$ cat config.mk
export PLATFORM = sky130hd
export DESIGN_NAME = dtq_cell
export DESIGN_NICKNAME = d
export VERILOG_FILES = /design/src/rtl/core/dtq_pkg.sv /design/src/rtl/core/dtq_cell.sv
export SDC_FILE = /design/constraint.sdc
export NUM_CORES = 1
export LEC_CHECK = 0
export BUFFER_PORTS_ARGS = -buffer_cell sky130_fd_sc_hd__buf_2
export CORE_MARGIN = 2
export CORE_UTILIZATION = 25
export DETAILED_ROUTE_END_ITERATION = 6
export GPL_TIMING_DRIVEN = 0
export MAX_ROUTING_LAYER = met4
export PLACE_DENSITY = 0.6
export SLEW_MARGIN = 0
export SYNTH_ARGS = -nofsm -noshare
export SYNTH_HDL_FRONTEND = slang
export SYNTH_SLANG_ARGS = --single-unit
$ cat constraint.sdc
create_clock -name clk -period 14.71 [get_ports clk]
set_input_delay 1.471 -clock clk [delete_from_list [all_inputs] [get_ports clk]]
set_output_delay 1.471 -clock clk [all_outputs]
set_load 0.01 [all_outputs]
$ cat src/rtl/core/dtq_pkg.sv
// shared types, codes and ordering function for the deadline timer queue
package dtq_pkg;

	localparam int MAX_FIRE = 16;
	localparam logic [62:0] T63_MAX = {63{1'b1}};
	localparam logic [19:0] MIN_DELAY_RESET = 20'd1000;

	localparam logic [1:0] KIND_ADD    = 2'd0;
	localparam logic [1:0] KIND_CANCEL = 2'd1;
	localparam logic [1:0] KIND_TICK   = 2'd2;

	localparam logic [1:0] ST_OK        = 2'd0;
	localparam logic [1:0] ST_NOT_FOUND = 2'd1;
	localparam logic [1:0] ST_FULL      = 2'd2;

	localparam logic [2:0] OP_HOLD   = 3'd0;
	localparam logic [2:0] OP_ADD    = 3'd1;
	localparam logic [2:0] OP_CANCEL = 3'd2;
	localparam logic [2:0] OP_TICK   = 3'd3;
	localparam logic [2:0] OP_SORT   = 3'd4;

	typedef struct packed {
		logic [1:0]  kind;
		logic [7:0]  tmr_id;
		logic [62:0] deadline;
		logic        repeat_req;
		logic [31:0] interval;
		logic [62:0] now;
	} in_item_t;

	typedef struct packed {
		logic [1:0]  status;
		logic        is_earliest;
		logic        fired_valid;
		logic [7:0]  fired_id;
		logic        next_valid;
		logic [62:0] next_delay;
		logic        last;
	} out_item_t;

	typedef struct packed {
		logic [62:0] deadline;
		logic [7:0]  handle;
		logic [31:0] interval;
		logic        rep;
	} timer_t;

	typedef struct packed {
		logic   valid;
		timer_t t;
	} entry_t;

	typedef struct packed {
		logic [2:0]  op;
		logic        phase;
		logic        any_match;
		logic [62:0] now;
		entry_t      fresh;
	} cell_cmd_t;

	// valid entries first, then by deadline, then by lower handle
	function automatic logic orders_ahead(entry_t a, entry_t b);
		logic r;
		if (!a.valid) begin
			r = 1'b0;
		end else if (!b.valid) begin
			r = 1'b1;
		end else if (a.t.deadline != b.t.deadline) begin
			r = a.t.deadline < b.t.deadline;
		end else begin
			r = a.t.handle < b.t.handle;
		end
		return r;
	endfunction

endpackage

$ cat src/rtl/core/dtq_cell.sv
// one timer slot of the ordered chain, with odd-even exchange against its neighbors
module dtq_cell #(
	parameter int SLOTS = 16,
	parameter int IDX = 0
) (
	input  logic               clk,
	input  logic               arst_n,
	input  dtq_pkg::cell_cmd_t cmd,
	input  dtq_pkg::entry_t    left_ent,
	input  dtq_pkg::entry_t    right_ent,
	output dtq_pkg::entry_t    ent,
	output logic               match,
	output logic               fire
);

	localparam bit HAS_LEFT = IDX > 0;
	localparam bit HAS_RIGHT = IDX < SLOTS - 1;
	localparam bit IS_LAST = IDX == SLOTS - 1;
	localparam bit CAN_FIRE = IDX < dtq_pkg::MAX_FIRE;
	localparam logic PAIR_PAR = 1'(IDX % 2);

	logic            valid_q;
	dtq_pkg::timer_t tmr_q;
	dtq_pkg::entry_t ent_d;
	logic [63:0]     rearm_sum;

	assign ent = '{valid: valid_q, t: tmr_q};
	assign match = valid_q && (tmr_q.handle == cmd.fresh.t.handle);
	assign fire = CAN_FIRE && valid_q && (tmr_q.deadline <= cmd.now);

	always_comb begin
		rearm_sum = {1'b0, cmd.now} + 64'(tmr_q.interval);
		ent_d = ent;
		unique case (cmd.op)
			dtq_pkg::OP_ADD: begin
				if (match || (!cmd.any_match && IS_LAST && !valid_q)) begin
					ent_d = cmd.fresh;
				end
			end
			dtq_pkg::OP_CANCEL: begin
				if (match) begin
					ent_d.valid = 1'b0;
				end
			end
			dtq_pkg::OP_TICK: begin
				if (fire) begin
					if (tmr_q.rep) begin
						ent_d.t.deadline = rearm_sum[63] ? dtq_pkg::T63_MAX : rearm_sum[62:0];
					end else begin
						ent_d.valid = 1'b0;
					end
				end
			end
			dtq_pkg::OP_SORT: begin
				if (cmd.phase == PAIR_PAR) begin
					if (HAS_RIGHT && dtq_pkg::orders_ahead(right_ent, ent)) begin
						ent_d = right_ent;
					end
				end else begin
					if (HAS_LEFT && dtq_pkg::orders_ahead(ent, left_ent)) begin
						ent_d = left_ent;
					end
				end
			end
			default: begin
			end
		endcase
	end

	always_ff @(posedge clk or negedge arst_n) begin
		if (!arst_n) begin
			valid_q <= 1'b0;
		end else begin
			valid_q <= ent_d.valid;
		end
	end

	always_ff @(posedge clk) begin
		tmr_q <= ent_d.t;
	end

endmodule

==> impl_results.md, run 1 <==
- Met2 Use GR: approximately 36%
- Total congestion overflow: 0
- Fin nets: between 2000 and 2500
- Setup crit start: cmd[163]
- Crit path max fanout: 7
- Asr flop ratio synth: less than 1%
- Post-synthesis cell area: 0.0109 mm²
- Commonest cells in the netlist: ha_1 (165), inv_1 (150), a21oi_1 (119)
- Slew margin rel.: between 10% and 20%
- F_max: roughly 170 MHz
- Synth Register Bits: 105
- Ys flop type: edfxtp_1
- Max cap viols: 0
- CP max stage delay: approximately 0.83 ns
- Initial Util: between 20 and 30%
- Largest delay share family, worst path: simple AND/OR/NAND/NOR gates
- Num rows: 76
- TritonCTS buffer count: 9
- RD Place Congestion: roughly 0.92
- Grt peak-use layer: met2
- Wire length after detailed routing: 48000 µm
- Area contributors post-synth: edfxtp_1 (29%), ha_1 (19%), a21oi_1 (5.5%)
- CTS tree: done
- GRT Resource Usage Total: 21.4%
- CORE AREA: 0.0431 mm²
- Crit path kind: in2out
- Met1 Track Usage GR: 26.4%
- Unrepaired setup endpoints after global routing: no
- Die Area: around 0.045 mm²
- CP Data Arrival Time: 4.51 ns
- First-pass GRT wire length: about 69000 µm
- Max rail drop VDD: 0.0000599 V
- Post-CTS Setup Bufs: 0
- Crit path buf inv count: 4
- WL per Instance: ~22 µm
- Syn avg cell area: around 9.0 µm²
- I/O Buffers: roughly 380
- Remaining routing DRC violations: 0
- Leak Pwr: approximately 0.0065 µW
- Distinct cells, synth: between 70 and 80
- Setup TNS: 0 ns
- Fin crit share: between 40% and 50%
- PwrDens: ~74 mW/mm²
- Clock Skews: 0.0123 ns
- TritonRoute pass-1 iters: 6
- YS warnings: 0
- Clock buffer depth: 2
- Share of cells above drive strength 1: between 20% and 30%
- Most frequent CP cell: inv_1
- Die Span Y: 213 µm
- Top-count cell post-synth: ha_1
- Post_cts resized: 0
- Status: finished clean
- Slew @ Worst Pin: between 1 and 1.5 ns
- Mapped Cells: between 1000 and 1500
- R2r startpoint: ent[2]$_DFFE_PP_
- H-tree level count: 3
- Crit-path slowest cell: nor4_1
- Clk sinks: roughly 110
- Post-synth top area share: between 20% and 30%
- Post-route ant nets: 0
- Die Wd: between 200 and 250 µm
- Hold Crit Class: reg2reg
- Syn nets: 1764
- DR iter-0 viols: approximately 840
- CP cell instances: clkbuf_1 -> inv_1 -> ha_1 -> nand4_1 -> nor4_1 -> and4_1 -> inv_1 -> o22ai_1 -> a31oi_1 -> nand2_1 -> a21oi_1 -> buf_2
- Nature of the critical path endpoint: output port
- Reg clk slew, reported paths: roughly 0.080 ns
- Io pins: ~500
- DP Wirelength: around 40000 µm
- Hold Vio Cnt, Final: 0
- Post-synth EDFFs: 104
- Vias in the first global route: ~12000
- Final Slew Violations: 0
- Hold path start: valid_q$_DFFE_PN0P_
- Root buffer cell: clkbuf_16
- Post-layout min period: 5.98 ns
- Crit path launch type: input pin
- DR vias/cell: just over 5
- Hold WS: 0.652 ns
- GRT met3 Usage: 3.24%
- Area added between synthesis and finish: 28.1%
- Yosys top cell by area: edfxtp_1
- Via count: between 10000 and 15000
- Final Setup Violations: 0
- Sequential share of the synthesized area: between 20% and 30%
- CP required: 13.24 ns
- Cts hold-fix bufs: 0
- Initial antenna violation count: 3
- Largest net degree at the start of global routing: 45
- Worst skew pair latency: between 0.3 and 0.4 ns
per-stage QoR:
step	cell area [µm²]	utilization, %	std cells	power (µW)	setup slack (ns)
3_3_place_gp	13600	31.5	2180	732	5.05
4_1_cts	14000	32.5	2201	1040	8.69
6_report	14000	32.5	2204	1030	8.73
5_1_grt	14000	32.5	2204	1090	8.51
2_1_floorplan	10900	-	1213	591	8.15
3_5_place_dp	13700	31.7	2185	741	8.71
registers in the layout (all words and copies together), names as in the netlist:
signal,flops
ent,104
valid_q,1
cell families (layout without fill, tap and decap cells):
family | Yosys count | after routing | synth area share [%]
other | 0 | 3 | 0
buffers and inverters | 193 | 596 | 6.77
multiplexers | 44 | 44 | 4.55
AND/OR/NAND/NOR | 267 | 267 | 12.6
adder cells (fa/ha/maj) | 166 | 166 | 19.1
flip-flops | 105 | 105 | 28.8
AO/OA/AOI/OAI | 386 | 386 | 24.0
XOR/XNOR | 52 | 52 | 4.17
final cells by class:
cell class	instances	area (µm²)
fill	4540	29100
clock buffer	12	236
timing repair buffer	387	1980
tap	585	732
clock inverter	4	95.1
multi-input combinational	915	7050
antenna	3	7.51
inverter	153	574
buffer	40	165
sequential	105	3150
final timing paths:
path | to | slack, ns | cells after the start
setup / recovery | fire | 8.73 | 12
hold / removal | valid_q$_DFFE_PN0P_ | 0.65 | 1
setup reg to reg | ent[69]$_DFFE_PP_ | 10.70 | 10
hold reg to reg | valid_q$_DFFE_PN0P_ | 0.65 | 1
max in group asynchronous | valid_q$_DFFE_PN0P_ | 13.79 | 1
min in group asynchronous | valid_q$_DFFE_PN0P_ | 0.84 | 1
where the power goes:
part | internal (µW) | total, µW | switching (µW)
Combinational | 152 | 360 | 207
Sequential | 357 | 377 | 20.3
Clock | 167 | 294 | 127
Total | 676 | 1030 | 355
per-layer routing:
metal,vias to the layer above,routed length [µm]
met5,-,0
met2,482,23200
met4,0,1110
li1,5369,-
met3,63,2910
met1,5497,20800
cells in the final DEF, fill, tap and decap left out, types with 20 or more instances in the layout:
cell      instances
nand4_1          40
a221o_1          33
a21o_1           37
inv_1           150
buf_2           391
clkbuf_1         32
edfxtp_1        104
ha_1            165
nor2_1           51
a21oi_1         119
nand2_1          70
xnor2_1          36
nand3_1          29
o21ai_0          41
o211ai_1         20
a22oi_1          28
mux2_2           41
(Power assumes the default switching activity.)
==> run 2: changes to the inputs <==
Clock period 14.71 ns to 6.2 ns, I/O delays scaled along.
==> impl_results.md, run 2 (same netlist as run 1, synthesis figures left out) <==
- Status: finished clean
- Wire length after detailed routing: 47900 µm (-0.22%)
- Slew @ Worst Pin: 1.20 ns (-0.0633 ns)
- Slew margin rel.: 19.8% (+4.2 points)
- Unrepaired setup endpoints after global routing: no
- Root buffer cell: clkbuf_16
- Max cap viols: 0 (unchanged)
- Worst skew pair latency: 0.39 ns (about the same)
- Crit path launch type: input pin
- Reg-to-reg setup timing slack: 2.20 ns (-8.50 ns)
- Logic pwr share: 34.9% (about the same)
- Total congestion overflow: 0 (unchanged)
- Post-route ant nets: 0 (unchanged)
- CTS tree: done
- WL per Instance: 21.7 µm (-0.27%)
- Cell count after placement: 2185 (unchanged)
- DR iter-0 viols: 805 (-3.9%)
- Reg clk slew, reported paths: 0.08 ns (about the same)
- Die Area: 0.0454 mm² (unchanged)
- Largest net degree at the start of global routing: 45 (unchanged)
- Switching part of the total: 34.4% (about the same)
- PwrDens: 175 mW/mm² (+140%)
- Area added between synthesis and finish: 28.2% (about the same)
- Nature of the critical path endpoint: output port
- Clk sinks: 105 (unchanged)
- Flip-flop count of the largest register after layout: 104 (unchanged)
- Setup WS post-layout: 1.96 ns (-6.77 ns)
- Leak Pwr: 0.00654 µW (about the same)
- Hold Vio Cnt, Final: 0 (unchanged)
- Clock buffer depth: 2 (unchanged)
- Die Wd: 213 µm (unchanged)
- Most frequent CP cell: inv_1
- Final Util: 32.5% (about the same)
- Most frequent cells in the layout: buf_2 (391), ha_1 (165), inv_1 (150), a21oi_1 (119), edfxtp_1 (104)
- Initial antenna violation count: 3 (unchanged)
- First-pass GRT wire length: 69000 µm (about the same)
- Die Span Y: 213 µm (unchanged)
- Sw power: 843 µW (+140%)
- Clock power share: 28.6% (about the same)
- Crit path max fanout: 7 (unchanged)
- RD Place Congestion: 0.924 (unchanged)
- Final Slew Violations: 0 (unchanged)
- Final Setup Violations: 0 (unchanged)
- Remaining routing DRC violations: 0 (unchanged)
- Num rows: 76 (unchanged)
- Share of cells above drive strength 1: 29.5% (about the same)
- Post-CTS Setup Bufs: 0 (unchanged)
- CP required: 5.58 ns (-7.66 ns)
- CP cell instances: clkbuf_1 -> inv_1 -> ha_1 -> nand4_1 -> nor4_1 -> and4_1 -> inv_1 -> o22ai_1 -> a31oi_1 -> nand2_1 -> a21oi_1 -> buf_2
- F_max: roughly 240 MHz
- Fin nets: 2163 (+0.046%)
- CP Data Arrival Time: 3.62 ns (-0.89 ns)
- Crit path kind: in2out
- CORE AREA: 0.0431 mm² (unchanged)
- Pwr Total: 2450 µW (+140%)
- Via count: 11400 (-0.51%)
- Hold Crit Class: in2reg
- Pint: 1600 µW (+140%)
- DR vias/cell: 5.15 (-0.55%)
- Cts hold-fix bufs: 1 (+1)
- Max rail drop VDD: 0.000142 V (+140%)
- TritonCTS buffer count: 9 (unchanged)
- CP max stage delay: 0.83 ns (about the same)
- Commonest non-fill, non-tap cell in the layout: buf_2
- Clock Skews: 0.0134 ns (+0.00110 ns)
- H-tree level count: 3 (unchanged)
- Io pins: 492 (unchanged)
- TritonRoute pass-1 iters: 5 (-1)
- Place WS: 1.63 ns (-7.07 ns)
- Register-to-Register Path Depth: 10 (unchanged)
- Post_cts resized: 0 (unchanged)
- I/O Buffers: 382 (unchanged)
- Fin crit share: about two thirds
- Hold path cells: 2 (+1)
- Reg power frac: 36.6% (about the same)
- Post-layout min period: ~4.2 ns
- GRT Resource Usage Total: 21.4% (unchanged)
- DP Wirelength: 40100 µm (unchanged)
- Crit-path slowest cell: nor4_1
- Initial Util: 25.4% (unchanged)
- Layout Cells excl Fill: 2205 (+0.045%)
- Vias in the first global route: 11500 (+0.061%)
==> run 2: through the flow <==
step | cell area, µm² | hold WS (ns) | TNS [ns]
floorplan | 10900 | 0.324 | 0
detailed placement | 13700 | 0.396 | 0
CTS | 14000 | 0.506 | 0
global route | 14000 | 0.516 | 0
global placement | 13600 | 0.396 | -106.62
finish | 14000 | 0.528 | 0
==> run 2: routing by layer <==
layer,vias to the layer above,share of wire [%],track usage (%)
met5,-,0,-
met4,0,2.4,6.68
met3,61,5.4,3.24
met2,446,48,35.9
met1,5473,44,26.4
li1,5373,-,-
==> run 2: final timing paths <==
| check | start | end |
|---|---|---|
| min in group asynchronous | arst_n | valid_q$_DFFE_PN0P_ |
| worst min register to register | valid_q$_DFFE_PN0P_ | valid_q$_DFFE_PN0P_ |
| max in group asynchronous | arst_n | valid_q$_DFFE_PN0P_ |
| worst max register to register | ent[2]$_DFFE_PP_ | ent[69]$_DFFE_PP_ |
| worst min-delay path | right_ent[1] | ent[1]$_DFFE_PP_ |
| worst max-delay path | cmd[163] | fire |
==> run 2: critical path, delay by kind of cell <==
kind / cells / cell delay, ns
AOI/OAI and AO/OA: 3 / 0.44
adders and majority gates: 1 / 0.34
buffers and inverters: 4 / 0.59
and+or+nand+nor: 4 / 1.63
==> run 2: layout make-up <==
type                       count  area (µm²)
tap                          585         732
sequential                   105        3150
buffer                        40         165
clock inverter                 4        95.1
multi-input combinational    915        7050
inverter                     153         574
timing repair buffer         388        1990
fill                        4541       29100
antenna                        3        7.51
clock buffer                  12         236
==> run 2: power groups by stage <==
stage | clock [µW] | sequential [µW] | combinational, µW
after detailed placement | 0 | 911 | 847
after CTS | 715 | 895 | 853
after floorplan | 0 | 916 | 486
after global routing | 733 | 901 | 945
after global placement | 0 | 916 | 820
final | 699 | 895 | 853
==> run 3: changes to the inputs <==
Settings changed: ABC_AREA from default to 1, PLACE_DENSITY 0.6 to 0.59.
Clock period 6.2 ns to 4 ns, I/O delays scaled along.
==> impl_results.md, run 3 <==
- Total congestion overflow: 0 (unchanged)
- Syn nets: 2438 (+38%)
- Most frequent CP cell: nand2_1
- Hold Crit Class: in2reg
- Most frequent cells in the layout: nand2_1 (642), buf_2 (389), inv_1 (281), ha_1 (165), nor2_1 (160)
- Post-synth EDFFs: 104 (unchanged)
- Pint: 2330 µW (+45%)
- Nature of the critical path endpoint: flop
- H-tree level count: 3 (unchanged)
- Cell count after placement: 2939 (+35%)
- DR vias/cell: 4.65 (-9.7%)
- Area contributors post-synth: edfxtp_1 (25%), nand2_1 (19%), ha_1 (17%)
- Final Setup Violations: 0 (unchanged)
- Crit path buf inv count: 1 (-3)
- Switching part of the total: 38.4% (+4.0 points)
- Fin nets: 2839 (+31%)
- Max rail drop VDD: 0.000219 V (+54%)
- Synth Register Bits: 105 (unchanged)
- Die Area: 0.0517 mm² (+14%)
- Post-synth top area share: 25.0% (-3.6 points)
- Asr flop ratio synth: 0.952% (unchanged)
- Share of cells above drive strength 1: 20.5% (-9.0 points)
- WL per Instance: 19.3 µm (-11%)
- Crit-path slowest cell: nor4_1
- Vias in the first global route: 13700 (+19%)
- CP Data Arrival Time: 3.94 ns (+0.32 ns)
- Setup crit start: ent[55]$_DFFE_PP_
- Syn avg cell area: 6.61 µm² (-27%)
- Remaining routing DRC violations: 0 (unchanged)
- Distinct cells, synth: 50 (-35%)
- CORE AREA: 0.0492 mm² (+14%)
- Slew margin rel.: 25.9% (+6.1 points)
- Sw power: 1450 µW (+72%)
- Flip-flop count of the largest register after layout: 104 (unchanged)
- Crit path max fanout: 38 (+31)
- YS warnings: 0 (unchanged)
- Via count: 13800 (+22%)
- Initial antenna violation count: 17 (+14)
- Clk sinks: 105 (unchanged)
- Logic pwr share: 36.8% (+1.9 points)
- Die Span Y: 227 µm (+6.8%)
- Yosys top cell by area: edfxtp_1
- F_max: between 200 and 300 MHz
- DP Wirelength: 49900 µm (+24%)
- Mapped Cells: 1887 (+56%)
- Commonest cells in the netlist: nand2_1 (642), inv_1 (281), ha_1 (165)
- Clock buffer depth: 2 (unchanged)
- Hold Vio Cnt, Final: 0 (unchanged)
- Worst skew pair latency: 0.40 ns (about the same)
- Crit path kind: reg2reg
- RD Place Congestion: 1.02 (+11%)
- DR iter-0 viols: 848 (+5.3%)
- Setup WS post-layout: 0.140 ns (-1.82 ns)
- First-pass GRT wire length: 83200 µm (+21%)
- Hold path start: cmd[14]
- Clock power share: 26.6% (-2.0 points)
- Reg power frac: 36.6% (about the same)
- Top-count cell post-synth: nand2_1
- Leak Pwr: 0.00824 µW (+26%)
- GRT Resource Usage Total: 22.9% (+1.5 points)
- Layout Cells excl Fill: 2976 (+35%)
- I/O Buffers: 385 (+0.79%)
- Final Slew Violations: 0 (unchanged)
- Status: finished clean
- Root buffer cell: clkbuf_16
- Fin crit share: between 90% and 100%
- Num rows: 81 (+6.6%)
- Final Util: 31.9% (-0.56 points)
- Crit path launch type: flop
- Hold WS: 0.259 ns (-0.269 ns)
- Post-synthesis cell area: 0.0125 mm² (+14%)
- Largest delay share family, worst path: simple AND/OR/NAND/NOR gates
- Commonest non-fill, non-tap cell in the layout: nand2_1
- CP required: 4.08 ns (-1.50 ns)
- Post-route ant nets: 0 (unchanged)
- CTS tree: done
- TritonRoute pass-1 iters: 5 (unchanged)
- Io pins: 492 (unchanged)
- R2r startpoint: ent[55]$_DFFE_PP_
- Initial Util: 25.4% (+0.031 points)
- Max cap viols: 0 (unchanged)
- Reg-to-reg setup timing slack: 0.14 ns (-2.06 ns)
- Area added between synthesis and finish: 25.8%
- Ys flop type: edfxtp_1
- Sequential share of the synthesized area: 25.2% (-3.6 points)
- Reg clk slew, reported paths: 0.08 ns (about the same)
- Clock Skews: 0.0140 ns (+0.000584 ns)
- Wire length after detailed routing: 57400 µm (+20%)
- Die Wd: 227 µm (+6.8%)
- Slew @ Worst Pin: 1.11 ns (-0.0871 ns)
- CP cell instances: ha_1 -> nand2_1 -> nor2_2 -> nand4_1 -> nor4_1 -> nand2_1 -> nand2_1 -> nand2_1 -> a21oi_2 -> and3b_4 -> buf_16
- Post-layout min period: a little under 4 ns
- Largest net degree at the start of global routing: 39 (-13%)
- PwrDens: 241 mW/mm² (+38%)
- Unrepaired setup endpoints after global routing: no
- TritonCTS buffer count: 9 (unchanged)
- Place WS: -0.117 ns (-1.75 ns)
- CP max stage delay: 0.59 ns (-0.24 ns)
[run 3: cell count changes after synthesis, moves of 33 or more]
cell	before	now
mux2_2	41	0
nand2_1	70	642
a221o_1	33	0
nand3_1	29	112
o21ai_0	41	74
inv_1	150	281
nor2_1	51	162
[run 3: path summary, 6_finish.rpt]
kind                                  endpoint  depth (start not counted)
setup / recovery             ent[77]$_DFFE_PP_                         11
hold / removal               ent[14]$_DFFE_PP_                          3
setup reg to reg             ent[77]$_DFFE_PP_                         11
hold reg to reg            valid_q$_DFFE_PN0P_                          2
max in group asynchronous  valid_q$_DFFE_PN0P_                          2
min in group asynchronous  valid_q$_DFFE_PN0P_                          2
[run 3: worst register-to-register path, stage by stage (launching register included)]
cell      delay, ns
edfxtp_1       0.43
ha_1           0.32
nand2_1        0.08
nor2_2         0.31
nand4_1        0.31
nor4_1         0.59
nand2_1        0.09
nand2_1        0.17
nand2_1        0.10
a21oi_2        0.31
and3b_4        0.47
buf_16         0.29
[run 3: metal layers]
metal,up-vias,global-route usage (%),part of all wire [%]
met2,412,37.1,46
li1,6969,-,-
met4,0,7.00,2.6
met1,6398,28.5,45
met3,62,4.79,6.8
met5,-,-,0
[run 3: repair_timing]
action                                 CTS  global route
setup buffers                            0             0
pin swaps                                1             1
gates resized for setup                  2             1
endpoints found under the hold margin    1             0
cloned                                   1             0
hold buffers                             1             0
setup endpoints to repair               24            77
[run 3: cells by family (layout without fill, tap and decap cells)]
family | Yosys count | after routing | synth area share [%]
AND/OR/NAND/NOR | 1025 | 1026 | 35.1
buffers and inverters | 321 | 726 | 9.92
AO/OA/AOI/OAI | 229 | 229 | 10.2
adder cells (fa/ha/maj) | 166 | 166 | 16.7
flip-flops | 105 | 105 | 25.2
XOR/XNOR | 41 | 41 | 2.88
other | 0 | 19 | 0
[run 3: layout make-up]
cell class / instances / area, µm²
diodes: 19 / 47.5
plain buffers: 35 / 163
clock buffers: 9 / 225
clock inverters: 7 / 82.6
fillers: 5634 / 33400
inverters: 286 / 1080
multi-input cells: 1462 / 8130
flip-flops and latches: 105 / 3150
well taps: 664 / 831
repair buffers: 389 / 2000
[run 3: stage by stage]
step	setup TNS (ns)	instance area [µm²]	total power, µW
after floorplan	0	12500	2190
after global placement	-183.48	15200	2770
after detailed placement	-4.87	15300	2790
after CTS	0	15700	3810
after global routing	0	15700	4040
final	0	15700	3780
[run 3: power by group through the flow]
stage	combinational (µW)	sequential, µW	clock [µW]
floorplan	773	1420	0
global placement	1350	1420	0
detailed placement	1380	1410	0
CTS	1390	1390	1030
global route	1570	1390	1070
finish	1390	1380	1000
